## config.mk

```make
export PLATFORM = sky130hd
export DESIGN_NAME = rpe_phase
export DESIGN_NICKNAME = d
export VERILOG_FILES = /design/src/rtl/rpe_pkg.sv /design/src/rtl/rpe_phase.sv
export SDC_FILE = /design/constraint.sdc
export NUM_CORES = 2
export LEC_CHECK = 0
export CORE_MARGIN = 5
export CORE_UTILIZATION = 50
export CTS_CLUSTER_SIZE = 16
export DETAILED_ROUTE_END_ITERATION = 10
export DONT_BUFFER_PORTS = 1
export SKIP_CTS_REPAIR_TIMING = 1
export SLEW_MARGIN = 10
export SYNTH_ARGS = -nofsm -noshare
export SYNTH_HDL_FRONTEND = slang
export SYNTH_SLANG_ARGS = --single-unit
export TNS_END_PERCENT = 100
```

## constraint.sdc

```tcl
create_clock -name clk -period 8.91 [get_ports clk]
set_input_delay 1.782 -clock clk [delete_from_list [all_inputs] [get_ports clk]]
set_output_delay 1.782 -clock clk [all_outputs]
set_load 0.03 [all_outputs]
```

## src/rtl/rpe_pkg.sv

```systemverilog
// Shared types, widths and constants of the rotary position embedding rotator.
// Holds the arctangent table and the elaboration-time root and gain functions.
// No dependencies.
package rpe_pkg;

  localparam int ELEM_W  = 16;
  localparam int POS_W   = 16;
  localparam int IDX_W   = 7;
  localparam int HS_W    = 9;
  localparam int LB_W    = 22;
  localparam int EXP_W   = LB_W + IDX_W + 1;
  localparam int FRAC_W  = 16;
  localparam int INT_W   = EXP_W - FRAC_W;
  localparam int MANT_W  = 31;
  localparam int PHASE_W = 32;
  localparam int CS_W    = 34;
  localparam int CFG_W   = LB_W;
  localparam int ADDR_W  = 1;

  localparam logic [ADDR_W-1:0] REG_HEAD_SIZE = 1'b0;
  localparam logic [ADDR_W-1:0] REG_LOG2_BASE = 1'b1;

  localparam logic [HS_W-1:0] HEAD_SIZE_RST = 9'd128;
  localparam logic [LB_W-1:0] LOG2_BASE_RST = 22'd870817;

  localparam logic [29:0] INV_TWO_PI = 30'd683565276;
  localparam logic [MANT_W-1:0] ONE_Q30 = 31'h4000_0000;

  typedef struct packed {
    logic signed [ELEM_W-1:0] first_elem;
    logic signed [ELEM_W-1:0] second_elem;
    logic [POS_W-1:0]         position;
    logic                     last_pair;
  } side_t;

  localparam logic [29:0] ATAN_TURNS [32] = '{
    30'd536870912, 30'd316933406, 30'd167458907, 30'd85004756, 30'd42667331,
    30'd21354465, 30'd10679838, 30'd5340245, 30'd2670163, 30'd1335087,
    30'd667544, 30'd333772, 30'd166886, 30'd83443, 30'd41722, 30'd20861,
    30'd10430, 30'd5215, 30'd2608, 30'd1304, 30'd652, 30'd326, 30'd163,
    30'd81, 30'd41, 30'd20, 30'd10, 30'd5, 30'd3, 30'd1, 30'd1, 30'd0
  };

  function automatic logic [63:0] isqrt64(input logic [63:0] v);
    logic [63:0] val;
    logic [63:0] res;
    logic [63:0] bit_v;
    val   = v;
    res   = '0;
    bit_v = 64'h4000_0000_0000_0000;
    for (int j = 0; j < 32; j++) begin
      if (val >= res + bit_v) begin
        val = val - (res + bit_v);
        res = (res >> 1) + bit_v;
      end else begin
        res = res >> 1;
      end
      bit_v = bit_v >> 2;
    end
    return res;
  endfunction

  function automatic logic [63:0] udiv64(input logic [63:0] n, input logic [63:0] d);
    logic [64:0] r;
    logic [63:0] q;
    r = '0;
    q = '0;
    for (int j = 63; j >= 0; j--) begin
      r = {r[63:0], n[j]};
      if (r >= {1'b0, d}) begin
        r    = r - {1'b0, d};
        q[j] = 1'b1;
      end
    end
    return q;
  endfunction

  function automatic logic [29:0] exp2_root(input int k);
    logic [63:0] t;
    t = 64'd1 << 29;
    for (int j = 1; j <= k; j++) begin
      t = isqrt64(t << 30);
    end
    return t[29:0];
  endfunction

  function automatic logic [31:0] cordic_gain(input int steps);
    logic [63:0] g;
    logic [63:0] d;
    logic [63:0] s;
    g = 64'd1 << 30;
    for (int k = 0; k < 32; k++) begin
      if (k < steps) begin
        d = (k <= 30) ? (64'd1 << (60 - 2 * k)) : 64'd0;
        s = isqrt64((64'd1 << 60) + d);
        g = udiv64(g << 30, s);
      end
    end
    return g[31:0];
  endfunction

endpackage

```

## src/rtl/rpe_phase.sv

```systemverilog
// Angle in Q32 turns: position * mantissa * round(2^32 / 2pi), shifted down.
// The wide product is split into two partial products over separate stages.
// Depends on rpe_pkg.
module rpe_phase (
  input  logic                          clk,
  input  logic                          rst,
  input  logic                          en,
  input  logic                          in_vld,
  input  rpe_pkg::side_t                in_side,
  input  logic [rpe_pkg::MANT_W-1:0]    mant,
  input  logic [rpe_pkg::INT_W-1:0]     shift_int,
  output logic                          out_vld,
  output rpe_pkg::side_t                out_side,
  output logic [rpe_pkg::PHASE_W-1:0]   phase
);

  localparam int IW = rpe_pkg::INT_W;
  localparam int AW = rpe_pkg::POS_W + rpe_pkg::MANT_W;
  localparam int HW = AW - 32;
  localparam int LW = 32 + 30;
  localparam int UW = HW + 30;
  localparam int PW = AW + 30;

  logic v1, v2, v3, v4, v5;
  rpe_pkg::side_t s1, s2, s3, s4, s5;
  logic [IW-1:0] n1, n2, n3, n4;
  logic [AW-1:0] a1;
  logic [LW-1:0] plo2, plo3;
  logic [HW-1:0] ahi2;
  logic [UW-1:0] phi3;
  logic [PW-1:0] p4;
  logic [6:0]    sh;

  assign sh = 7'(n4) + 7'd30;

  always_ff @(posedge clk) begin
    if (rst) begin
      v1 <= 1'b0;
      v2 <= 1'b0;
      v3 <= 1'b0;
      v4 <= 1'b0;
      v5 <= 1'b0;
    end else if (en) begin
      v1 <= in_vld;
      v2 <= v1;
      v3 <= v2;
      v4 <= v3;
      v5 <= v4;
    end
  end

  always_ff @(posedge clk) begin
    if (en) begin
      s1    <= in_side;
      n1    <= shift_int;
      a1    <= AW'(in_side.position) * AW'(mant);
      s2    <= s1;
      n2    <= n1;
      plo2  <= LW'(a1[31:0]) * LW'(rpe_pkg::INV_TWO_PI);
      ahi2  <= a1[AW-1:32];
      s3    <= s2;
      n3    <= n2;
      plo3  <= plo2;
      phi3  <= UW'(ahi2) * UW'(rpe_pkg::INV_TWO_PI);
      s4    <= s3;
      n4    <= n3;
      p4    <= PW'(plo3) + (PW'(phi3) << 32);
      s5    <= s4;
      phase <= (n4 >= IW'(PW - 30)) ? '0 : rpe_pkg::PHASE_W'(p4 >> sh);
    end
  end

  assign out_vld  = v5;
  assign out_side = s5;

endmodule

```

# Yosys cells after proc, flatten, opt, wreduce, memory -nomap -nowiden
# Index checks and enable logic that the tools add are counted.
# W data, S select, Z words.
dict set report op_classes {
  mul 3
  magnitude_cmp 1
  shift 1
  reduce_logical 0
  n_div 0
  n_eq_ne 0
  bitwise_logic 0
  muxes 0
  add_sub_neg 2
}
# op count
set ops {}
lappend ops {{$add A62 B77 Y77} 1}
lappend ops {{$shr A77 B7 Y32} 1}
lappend ops {{$mul A32 B28 Y60 const B} 1}
lappend ops {{$mul A16 B31 Y47} 1}
lappend ops {{$mul A15 B28 Y43 const B} 1}
lappend ops {{$ge A14 B6 Y1 const B} 1}
lappend ops {{$add A7 B5 Y7 const B} 1}
dict set report totals {
  ramBits 0
  romBits 0
  register_bits 640
  latchBits 0
  in_bits 98
  elab_cells 43
  output_inout_bits 82
  n_memories 0
}

# Longest topological paths before layout
dict set report logic_depth {
  depth_word 2
  mapped_depth 26
}

# Least setup slack after synthesis
# No wires, ideal clock.
dict set report synth_path {
  path_kind {input-to-reg}
  start {input mant[28] (netlist name)}
  end {register a1[44], data pin}
  arrival_time_ns 7.430
  n_path_buf 2
  slack_ns 1.221
  stages 24
  path_cell_list {clkbuf_1 > nand2_1 > fa_1 > inv_1 > fa_1 > inv_1 > fa_1 > inv_1 > fa_1 > fa_1 > inv_1 > fa_1 > inv_1 > ha_1 > clkbuf_1 > a21o_1 > a211oi_1 > o21ai_0 > a221oi_4 > o41ai_4 > a221oi_2 > o21ai_1 > a21oi_1 > xnor2_1}
}
dict set report synth_between {
  elab_chain_cells 1
}
# element line_no
set synth_lines {}
lappend synth_lines {{from (decl)} rpe_phase.sv:10} ;# input logic [rpe_pkg::MANT_W-1:0] mant,
lappend synth_lines {{$mul A16 B31 Y47} rpe_phase.sv:56} ;# a1 <= AW'(in_side.position) * AW'(mant);
lappend synth_lines {{to (signal assigned)} rpe_phase.sv:56}
lappend synth_lines {{to (decl)} rpe_phase.sv:27} ;# logic [AW-1:0] a1;
# Every way passes these cells.
# A chain may end at the register's enable or synchronous reset.

# Final worst setup path
dict set report layout_path {
  start {register a1[14]}
  end {register plo2[60], data pin}
}
dict set report layout_between {
  elab_chain_cells 1
}
# element line_no
set layout_lines {}
lappend layout_lines {{$mul A32 B28 Y60} rpe_phase.sv:59} ;# plo2 <= LW'(a1[31:0]) * LW'(rpe_pkg::INV_TWO_PI);
lappend layout_lines {{to (signal assigned)} rpe_phase.sv:59}
lappend layout_lines {{to (decl)} rpe_phase.sv:28} ;# logic [LW-1:0] plo2, plo3;
# Every way passes these cells.

==> qor.txt <==
Grt met2 use - 34.8%
Gr busiest metal - met2
Root Buffer - clkbuf_16
Die Wd - 367 um
Async S/R FF share, synth - 0%
Post-Synthesis Cell Area - 63800 um^2
Antenna violations before repair - 0
Avg Cell Area, Syn - 10.9 um^2
Routed wire per std cell - 19.2 um
Worst-path clk slew - 0.06 ns
Synth top cells by count - inv_1, fa_1, ha_1, edfxtp_1, nand2_1
Met3 usage - 3.18%
Status - finished, final reports clean
Largest net degree at the start of global routing - 639
Most common cell in the netlist - inv_1
Port bufs - 0
CP dominant cell by count - fa_1
Clock Latency Late Sink - 0.68 ns
GR Util All Layers - 21.4%
RSZ-0062 raised after global routing - no
Top_reg_cell synth - edfxtp_1
Cells after Synth - 5839
I/O pin total - 180
Vias per cell - 5.27
Top-area cell type share of the netlist area - 29.8%
Layout cells sized above 1 - 3.81%
Total grt overflow - 0
Fmax - 135 MHz
Gp weighted congestion - 0.914
Drt first pass iters - 5
Worst path max stage delay - 0.61 ns
Die area - 135000 um^2
Crit. End Element - register
Worst Path Arrival - 7.87 ns
Hold Path Class - register to register
Clock Sinks - 638
DRC viols - 0
Site Rows - 131
Slew margin rel. - 15.4%
CTS Buf Count - 73
Synthesized flop and latch total - 638
Vias in the first global route - 41000
DRT iter0 DRCs - 2606
Post-layout min period - 7.42 ns
Final setup skew - 0.0456 ns
First-pass GRT wire length - 230000 um
Core Box Area - 127000 um^2
Vias - 39300
Die Y - 367 um
Starting Density - 50.2%
Yosys warning count - 0
Antenna Nets Post-Route - 0
Crit path kind - register to register
Slowest stage cell, crit path - edfxtp_1
Diodes inserted - 0
CP Cell Sequence - inv_1 -> fa_1 -> fa_1 -> fa_1 -> inv_1 -> fa_1 -> fa_1 -> fa_1 -> inv_1 -> fa_1 -> inv_1 -> ha_1 -> a21o_1 -> a21oi_1 -> nand3_1 -> o21ai_1 -> o21ai_2 -> a211o_1 -> a21oi_1 -> o21ai_1 -> xor2_1
CP Max Fanout - 7
Worst slew pin tran - 1.27 ns
H-tree depth - 3
EDFF count, synth - 633
CP Launch Type - register
Detail Placement HPWL - 115000 um
Netlist cell types - 81
Final setup vio count - 0
Synth area leader - edfxtp_1
Nets - 7384
Max cap viols - 0
Mapped Nets - 7483
TNS Setup - 0 ns
Worst Path Required - 9.36 ns
Final hold violation count - 0
FILL cells - 11200
Period utilization - 83.3%
Seq/Total Area, Yosys - 29.9%
Area Overhead vs Synth - 6.21%
Slew Limit Fails - 0
Overall routed net length - 143000 um
CTS tree - done
Met1 GRT Util - 31.0%
CTS max path bufs - 3
Area contributors post-synth - edfxtp_1, fa_1, ha_1, inv_1, nand2_1
==> flip-flops by register name, indices dropped and copies added, names as in the netlist, 15 cells and up <==
register	flops
a1	47
ahi2	15
out_side	49
p4	75
phase	32
phi3	43
plo2	60
plo3	60
s1	49
s2	49
s3	49
s4	49
==> worst max-delay path, delay by kind of cell, from the launching register on <==
kind,cells,cell delay (ns)
and+or+nand+nor,1,0.11
xor gates and xnor gates,1,0.35
buffers and inverters,4,0.45
DFF,1,0.61
adders and majority gates,8,3.95
AOI/OAI and AO/OA,7,1.72
==> metrics by stage <==
stage / hold WS (ns) / worst slack, ns / utilization, % / area [um^2] / instances
detailed placement: 0.405 / 0.891 / 51.4 / 65300 / 7324
floorplan: 0.400 / 1.22 / - / 63800 / 5839
CTS: 0.392 / 1.48 / 53.2 / 67700 / 7455
global placement: 0.400 / 1.02 / 51.4 / 65300 / 7324
finish: 0.396 / 1.49 / 53.3 / 67800 / 7458
global route: 0.401 / 1.14 / 53.3 / 67800 / 7458
==> kinds of logic (layout without fill, tap and decap cells) <==
group	after synthesis	after routing	share of synthesized area (%)
AO/OA/AOI/OAI	759	759	7.45
AND/OR/NAND/NOR	1133	1133	8.24
flip-flops	638	638	29.9
XOR/XNOR	178	178	2.44
adder cells (fa/ha/maj)	1546	1546	40.8
buffers and inverters	1462	1419	8.64
multiplexers	123	123	2.46
==> layout make-up <==
class / instances / area [um^2] / share of cell area, %
Multi-Input combinational cell: 3739 / 39300 / 57.9
Sequential cell: 638 / 19100 / 28.2
Inverter: 1270 / 4770 / 7.03
Tap cell: 1662 / 2080 / 3.07
Clock buffer: 87 / 1890 / 2.79
Clock inverter: 44 / 488 / 0.720
Timing Repair Buffer: 18 / 195 / 0.288
==> routing by layer <==
layer | wire length [um] | vias up | share of wire, %
li1 | - | 18700 | -
met1 | 66700 | 19600 | 47
met2 | 67200 | 855 | 47
met3 | 6360 | 152 | 4.4
met4 | 2840 | 0 | 2.0
met5 | 0 | - | 0
==> placed cells by master (no fill, tap or decap), drive strengths merged, types with 16 or more instances in the layout <==
| cell | instances |
|---|---|
| inv | 1276 |
| fa | 896 |
| ha | 650 |
| edfxtp | 633 |
| nand2 | 546 |
| a21oi | 263 |
| and2 | 218 |
| o21ai | 170 |
| nor2 | 154 |
| xnor2 | 111 |
| a21o | 91 |
| clkbuf | 87 |
| mux2i | 79 |
| nand3 | 69 |
| xor2 | 67 |
| o22ai | 45 |
| a211oi | 36 |
| nor2b | 34 |
| clkinv | 28 |
| a31oi | 26 |
| mux4 | 25 |
| nand4 | 24 |
| and3 | 21 |
| mux2 | 19 |
| o211ai | 18 |
| o21a | 18 |
| buf | 18 |
| o21bai | 17 |
| nand2b | 17 |
| nor3 | 16 |
==> worst paths after layout <==
kind              cells after the start              from  slack (ns)                  to
setup / recovery                     21  a1[14]$_DFFE_PP_        1.49  plo2[60]$_DFFE_PP_
hold / removal                        0  s3[34]$_DFFE_PP_        0.40    s4[34]$_DFFE_PP_
setup reg to reg                     21  a1[14]$_DFFE_PP_        1.49  plo2[60]$_DFFE_PP_
hold reg to reg                       0  s3[34]$_DFFE_PP_        0.40    s4[34]$_DFFE_PP_
Power is not shown: default switching activity piles up to over one toggle a cycle in this logic, so the estimate is an artifact.
