--- src/rtl/rpe_pkg.sv ---
// Shared types, widths and constants of the rotary position embedding rotator.
// Holds the arctangent table and the elaboration-time root and gain functions.
// No dependencies.
package rpe_pkg;

  localparam int ELEM_W  = 16;
  localparam int POS_W   = 16;
  localparam int IDX_W   = 7;
  localparam int HS_W    = 9;
  localparam int LB_W    = 22;
  localparam int EXP_W   = LB_W + IDX_W + 1;
  localparam int FRAC_W  = 16;
  localparam int INT_W   = EXP_W - FRAC_W;
  localparam int MANT_W  = 31;
  localparam int PHASE_W = 32;
  localparam int CS_W    = 34;
  localparam int CFG_W   = LB_W;
  localparam int ADDR_W  = 1;

  localparam logic [ADDR_W-1:0] REG_HEAD_SIZE = 1'b0;
  localparam logic [ADDR_W-1:0] REG_LOG2_BASE = 1'b1;

  localparam logic [HS_W-1:0] HEAD_SIZE_RST = 9'd128;
  localparam logic [LB_W-1:0] LOG2_BASE_RST = 22'd870817;

  localparam logic [29:0] INV_TWO_PI = 30'd683565276;
  localparam logic [MANT_W-1:0] ONE_Q30 = 31'h4000_0000;

  typedef struct packed {
    logic signed [ELEM_W-1:0] first_elem;
    logic signed [ELEM_W-1:0] second_elem;
    logic [POS_W-1:0]         position;
    logic                     last_pair;
  } side_t;

  localparam logic [29:0] ATAN_TURNS [32] = '{
    30'd536870912, 30'd316933406, 30'd167458907, 30'd85004756, 30'd42667331,
    30'd21354465, 30'd10679838, 30'd5340245, 30'd2670163, 30'd1335087,
    30'd667544, 30'd333772, 30'd166886, 30'd83443, 30'd41722, 30'd20861,
    30'd10430, 30'd5215, 30'd2608, 30'd1304, 30'd652, 30'd326, 30'd163,
    30'd81, 30'd41, 30'd20, 30'd10, 30'd5, 30'd3, 30'd1, 30'd1, 30'd0
  };

  function automatic logic [63:0] isqrt64(input logic [63:0] v);
    logic [63:0] val;
    logic [63:0] res;
    logic [63:0] bit_v;
    val   = v;
    res   = '0;
    bit_v = 64'h4000_0000_0000_0000;
    for (int j = 0; j < 32; j++) begin
      if (val >= res + bit_v) begin
        val = val - (res + bit_v);
        res = (res >> 1) + bit_v;
      end else begin
        res = res >> 1;
      end
      bit_v = bit_v >> 2;
    end
    return res;
  endfunction

  function automatic logic [63:0] udiv64(input logic [63:0] n, input logic [63:0] d);
    logic [64:0] r;
    logic [63:0] q;
    r = '0;
    q = '0;
    for (int j = 63; j >= 0; j--) begin
      r = {r[63:0], n[j]};
      if (r >= {1'b0, d}) begin
        r    = r - {1'b0, d};
        q[j] = 1'b1;
      end
    end
    return q;
  endfunction

  function automatic logic [29:0] exp2_root(input int k);
    logic [63:0] t;
    t = 64'd1 << 29;
    for (int j = 1; j <= k; j++) begin
      t = isqrt64(t << 30);
    end
    return t[29:0];
  endfunction

  function automatic logic [31:0] cordic_gain(input int steps);
    logic [63:0] g;
    logic [63:0] d;
    logic [63:0] s;
    g = 64'd1 << 30;
    for (int k = 0; k < 32; k++) begin
      if (k < steps) begin
        d = (k <= 30) ? (64'd1 << (60 - 2 * k)) : 64'd0;
        s = isqrt64((64'd1 << 60) + d);
        g = udiv64(g << 30, s);
      end
    end
    return g[31:0];
  endfunction

endpackage

--- src/rtl/rpe_expo.sv ---
// Frequency exponent: log2_base * 2i / head_size, floor, as a pipelined divider.
// One multiply stage, then one restoring quotient bit per stage.
// Depends on rpe_pkg.
module rpe_expo #(
  parameter int MAX_HEAD_SIZE = 256
) (
  input  logic                             clk,
  input  logic                             rst,
  input  logic                             en,
  input  logic                             in_vld,
  input  rpe_pkg::side_t                   in_side,
  input  logic [rpe_pkg::IDX_W-1:0]        pair_index,
  input  logic [rpe_pkg::HS_W-1:0]         head_size,
  input  logic [rpe_pkg::LB_W-1:0]         log2_base,
  output logic                             out_vld,
  output rpe_pkg::side_t                   out_side,
  output logic [rpe_pkg::EXP_W-1:0]        expo
);

  localparam int EW = rpe_pkg::EXP_W;
  localparam int HW = rpe_pkg::HS_W;

  logic [HW-1:0] dv;
  logic          vld  [EW+1];
  rpe_pkg::side_t side [EW+1];
  logic [EW-1:0] num  [EW+1];
  logic [HW-1:0] rem  [EW+1];

  always_comb begin
    if (head_size < HW'(2)) begin
      dv = HW'(2);
    end else if (11'(head_size) > 11'(MAX_HEAD_SIZE)) begin
      dv = HW'(MAX_HEAD_SIZE);
    end else begin
      dv = head_size;
    end
  end

  always_ff @(posedge clk) begin
    if (rst) begin
      vld[0] <= 1'b0;
    end else if (en) begin
      vld[0] <= in_vld;
    end
  end

  always_ff @(posedge clk) begin
    if (en) begin
      side[0] <= in_side;
      num[0]  <= EW'(log2_base) * EW'({pair_index, 1'b0});
      rem[0]  <= '0;
    end
  end

  for (genvar j = 0; j < EW; j++) begin : g_bit
    logic [HW:0]   t;
    logic          ge;
    logic [HW-1:0] rem_next;

    assign t        = {rem[j], num[j][EW-1]};
    assign ge       = t >= {1'b0, dv};
    assign rem_next = ge ? HW'(t - {1'b0, dv}) : t[HW-1:0];

    always_ff @(posedge clk) begin
      if (rst) begin
        vld[j+1] <= 1'b0;
      end else if (en) begin
        vld[j+1] <= vld[j];
      end
    end

    always_ff @(posedge clk) begin
      if (en) begin
        side[j+1] <= side[j];
        num[j+1]  <= {num[j][EW-2:0], ge};
        rem[j+1]  <= rem_next;
      end
    end
  end

  assign out_vld  = vld[EW];
  assign out_side = side[EW];
  assign expo     = num[EW];

endmodule

--- config.mk ---
export PLATFORM = sky130hd
export DESIGN_NAME = rpe_expo
export DESIGN_NICKNAME = d
export VERILOG_FILES = /design/src/rtl/rpe_pkg.sv /design/src/rtl/rpe_expo.sv
export SDC_FILE = /design/constraint.sdc
export NUM_CORES = 2
export LEC_CHECK = 0
export BUFFER_PORTS_ARGS = -buffer_cell sky130_fd_sc_hd__buf_2
export CAP_MARGIN = 20
export CORE_MARGIN = 5
export CORE_UTILIZATION = 62
export CTS_BUF_LIST = sky130_fd_sc_hd__clkbuf_16
export CTS_CLUSTER_DIAMETER = 50
export CTS_CLUSTER_SIZE = 24
export DETAILED_ROUTE_END_ITERATION = 8
export PLACE_DENSITY = 0.83
export SYNTH_ARGS = -nofsm -noshare
export SYNTH_HDL_FRONTEND = slang
export SYNTH_SLANG_ARGS = --single-unit
--- constraint.sdc ---
create_clock -name clk -period 7.7 [get_ports clk]
set_input_delay 1.54 -clock clk [delete_from_list [all_inputs] [get_ports clk]]
set_output_delay 1.54 -clock clk [all_outputs]
set_load 0.005 [all_outputs]
# --- Word level (Yosys, flattened, before mapping) ---
# Memory sizes are Yosys's and may differ from the RTL's.
# Cells that the tools add are included.
classes:
  addsub: 30
  n_mul: 1
  div_mod_pow: 0
  order_cmp: 32
  eq_ne: 0
  n_shift: 0
  mux: 69
  n_bitwise: 31
  reduce_logical: 0
op_table:
  columns: ["operator", "count"]
  rows:
  - [">= comparator 10 x 9 -> 1 bit", 30]
  - ["two-way mux 9 bit", 32]
  - ["subtractor 9 bit", 30]
  - ["two-way mux 1 bit", 37]
  - ["bitwise OR 1 bit", 31]
  - ["multiplier 22 x 7 -> 29 bit", 1]
  - ["> comparator 9 bit, second input constant", 1]
  - ["< comparator 9 x 2 -> 1 bit, second input constant", 1]
totals:
  ff_bits: 0
  latch_bits: 0
  ram_bits: 2759
  mem_bits_ro: 0
  inputBits: 91
  output_inout_bits: 80
  elab_cells: 167
  mem_count: 4
mem_list:
  columns: ["memory", "words", "width", "read_ports", "rd_clocked_by_memory_dff", "wr", "line", "text"]
  rows:
  - ["side", 31, 49, 31, 0, 31, "rpe_expo.sv:25", "rpe_pkg::side_t side [EW+1];"]
  - ["num", 31, 30, 31, 0, 31, "rpe_expo.sv:26", "logic [EW-1:0] num [EW+1];"]
  - ["rem", 31, 9, 30, 0, 31, "rpe_expo.sv:27", "logic [HW-1:0] rem [EW+1];"]
  - ["vld", 31, 1, 31, 0, 31, "rpe_expo.sv:24", "logic vld [EW+1];"]

# --- Depth between registers and ports, before layout ---
logic_depth:
  word_depth: 5
  ltp_mapped: 19
  ltp_nobuf: 17

# --- Worst setup path before layout ---
# Ideal clock, no wire load.
synth_path:
  path_kind: "input to register"
  start: "input pair_index[6] (netlist name)"
  end: "memory num[0][27] (netlist name), data pin"
  setup_time_ps: 262
  arrival_ps: 5818
  t_required_ps: 7438
  slack_ps: 1620
  stages: 17
  path_buffers: 1
  cell_sequence: "clkbuf_1 > nand2_1 > fa_1 > fa_1 > inv_1 > fa_1 > inv_1 > fa_1 > inv_1 > ha_1 > a21o_1 > a221o_1 > a21oi_1 > o21ai_1 > a221oi_2 > o21ai_1 > xor2_1"
synth_lines:
  columns: ["item", "line", "text"]
  rows:
  - ["start: declaration", "rpe_expo.sv:12", "input logic [rpe_pkg::IDX_W-1:0] pair_index,"]
  - ["end: declaration", "rpe_expo.sv:26", null]

==> results.txt <==
status -> complete, no violations
Initial Util -> 62.5%
Sink Count -> 2711
most common cell in the netlist -> edfxtp_1
slowest stage delay, CP -> 560 ps
post-synth top area cell -> edfxtp_1
largest cells by area after synthesis -> edfxtp_1 82%, ha_1 3.9%, fa_1 2.6%
crit-path max FO -> 22
antenna cells -> 0
die extent in x -> 410 microns
CP endpoint kind -> flop
most used flip-flop cell after synthesis -> edfxtp_1
first-pass GRT wire length -> 242000 microns
# IOs -> 171
wire per inst -> 19.3 microns
Max-Cap Viols -> 0
Critical path destination -> num[0][27]$_DFFE_PP_
Worst EP required -> 8270 ps
RePlAce Congestion -> 0.840
drt first pass iters -> 6
RR Endpoint -> rem[10][1]$_DFFE_PP_
share of cells above drive strength 1 -> 10.1%
Slew HR -> 26.2%
htree depth -> 4
RSZ-0062 raised after global routing -> false
depth of the most critical reg-to-reg path -> 10
Overall Global Routing Usage -> 18.0%
Hold Path Class -> reg2reg
most used cell, CP -> fa_1
clock skew -> 25.5 ps
First DRT Iteration DRCs -> 4037
library cells used by synthesis -> 54
via/cell ratio -> 5.60
PostCTS Resize Cnt -> 0
row cnt -> 146
clk slew on worst S/H paths -> 80 ps
Commonest cells post-synth -> 2711 x edfxtp_1, 309 x ha_1, 271 x nand2_1
Core Region -> 0.159 sq mm
hold-fix buffers at CTS -> 0
CTS tree -> built
sequential fraction of the synthesis area -> 82.0%
Layout fillers -> 9570
period utilisation layout -> 75.8%
final slew viol count -> 0
post-layout min period -> 5840 ps
sw frac -> 27.5%
GR Overflow Total -> 0
FF-to-FF Start -> num[9][29]$_DFFE_PP_
WL final -> 149000 microns
vias in the first global route -> 44900
Syn Inst Count -> 5189
Synth top area share -> 82.0%
Worst IR Drop VDD -> 266 uV
worst-margin pin slew -> 1110 ps
Post-synth EDFFs -> 2711
syn_area_per_cell -> 19.1 sq um
Pwr Density -> 335 mW/mm^2
Total Nets Final -> 6048
part of the power in combinational logic -> 19.3%
slowest cell on the critical path -> fa_1
die height -> 410 microns
clock tree buffer depth -> 3
fmax -> 171 MHz
P&R area growth vs syn -> 10.1%
power share of the clock group -> 28.3%
largest net degree at the start of global routing -> 222
Mapped Area -> 0.0993 sq mm
Setup TNS Final -> 0 ps
fraction of registers with async set/reset -> 0%
Flop pwr share -> 52.4%
DP HPWL -> 80700 microns
latest clock arrival within the worst-skew pair -> 830 ps
#FFs+latches synth -> 2711
Net Switching -> 0.0101 W
DIE AREA -> 0.168 sq mm
initial antenna violation count -> 0
crit path cell chain -> buf_2 > nand2_1 > fa_1 > fa_1 > inv_1 > fa_1 > inv_1 > fa_1 > inv_1 > ha_1 > a21o_1 > a221o_1 > a21oi_1 > o21ai_1 > a221oi_2 > o21ai_1 > xor2_1
DP Worst Slack -> 1060 ps
YS warnings -> 0
Pleak -> 38.9 nW
Crit Path Category -> in2reg
reg-to-reg slack, setup -> 4110 ps
Antenna Violating Nets Remaining -> 0
count of input and output buffers -> 170
PnR worst setup slack -> 1860 ps
Final Setup Violations -> 0
Final Hold Vio Count -> 0
drt drc -> 0
post-CTS setup buffer count -> 0
Setup crit start kind -> primary input
Arrival @ worst endpoint -> 6400 ps
Critical Path Start -> pair_index[6]
P_int -> 0.0265 W
TritonCTS Buffers -> 183
total number of vias -> 43300
clk root buf -> clkbuf_16
## worst min-delay path by stage
| stage | startpoint | to | depth (start not counted) |
|---|---|---|---|
| 6_report | num[13][1]$_DFFE_PP_ | num[14][2]$_DFFE_PP_ | 0 |
| 5_1_grt | side[15][19]$_DFFE_PP_ | side[16][19]$_DFFE_PP_ | 0 |
| 4_1_cts | num[13][1]$_DFFE_PP_ | num[14][2]$_DFFE_PP_ | 0 |
| 3_5_place_dp | num[9][18]$_DFFE_PP_ | num[10][19]$_DFFE_PP_ | 0 |
| 3_3_place_gp | side[12][48]$_DFFE_PP_ | side[13][48]$_DFFE_PP_ | 0 |
| 2_1_floorplan | num[9][10]$_DFFE_PP_ | num[10][11]$_DFFE_PP_ | 0 |
## power groups by stage
stage / clock network (W) / logic [W] / registers (W)
floorplan: 0 / 0.00530 / 0.0192
global placement: 0 / 0.00651 / 0.0194
detailed placement: 0 / 0.00682 / 0.0195
CTS: 0.0107 / 0.00699 / 0.0192
global route: 0.0113 / 0.00791 / 0.0193
finish: 0.0104 / 0.00706 / 0.0192
## per-layer routing
layer	GRT usage, %	wire [microns]	vias to the layer above
met4	5.84	4210	0
met5	0	0	-
met1	24.0	61700	21400
met3	2.90	6760	323
met2	31.0	76300	1179
li1	-	-	20400
## layout by cell type, fill, tap and decap left out, types with 31 or more instances in the layout
master,count
and2_1,154
fa_1,127
nor3_1,66
xnor2_1,119
edfxtp_1,2711
o21ai_0,216
nor2b_1,74
a21oi_1,176
xor2_1,55
nor2_1,122
o31ai_1,50
buf_2,169
nand4_1,48
inv_1,258
ha_1,309
nand2_1,271
o21bai_1,32
a21o_1,84
clkbuf_16,183
buf_4,31
## sequential cells by signal, indices dropped and copies added, names as in the netlist
| name | flops |
|---|---|
| side | 1519 |
| num | 900 |
| rem | 261 |
| vld | 31 |
## critical path, delay by kind of cell
| kind | cells | cell delay [ps] |
|---|---|---|
| buffers and inverters | 4 | 480 |
| XOR/XNOR | 1 | 140 |
| AND/OR/NAND/NOR | 1 | 140 |
| AO/OA/AOI/OAI | 6 | 1600 |
| adder cells (fa/ha/maj) | 5 | 2490 |
## metrics by stage
step / utilization [%] / cell area [sq um] / total power, W / hold slack [ps] / cells
final: 68.9 / 109000 / 0.0366 / 402 / 7729
after global routing: 68.9 / 109000 / 0.0386 / 404 / 7729
after CTS: 68.9 / 109000 / 0.0369 / 390 / 7729
after detailed placement: 64.8 / 103000 / 0.0263 / 405 / 7408
after global placement: 64.8 / 103000 / 0.0259 / 400 / 7408
after floorplan: - / 99300 / 0.0245 / 400 / 5192
## logic make-up after synthesis
group                    Yosys count  synth area share (%)
AO/OA/AOI/OAI                    653                  4.00
flip-flops                      2711                  82.0
XOR/XNOR                         174                  1.53
multiplexers                      42                 0.459
AND/OR/NAND/NOR                  851                  4.28
buffers and inverters            321                  1.27
other                              1               0.00378
adder cells (fa/ha/maj)          436                  6.45
## area by class of cell
| cell class | count | area, sq um | area share [%] |
|---|---|---|---|
| clock buffer | 183 | 4580 | 4.19 |
| clock inverter | 138 | 1830 | 1.67 |
| inverter | 251 | 942 | 0.862 |
| multi-input combinational | 2160 | 16600 | 15.2 |
| sequential | 2711 | 81400 | 74.5 |
| tap | 2072 | 2590 | 2.37 |
| timing repair buffer | 214 | 1360 | 1.24 |
Note: power is estimated with default switching activity, not from simulation.
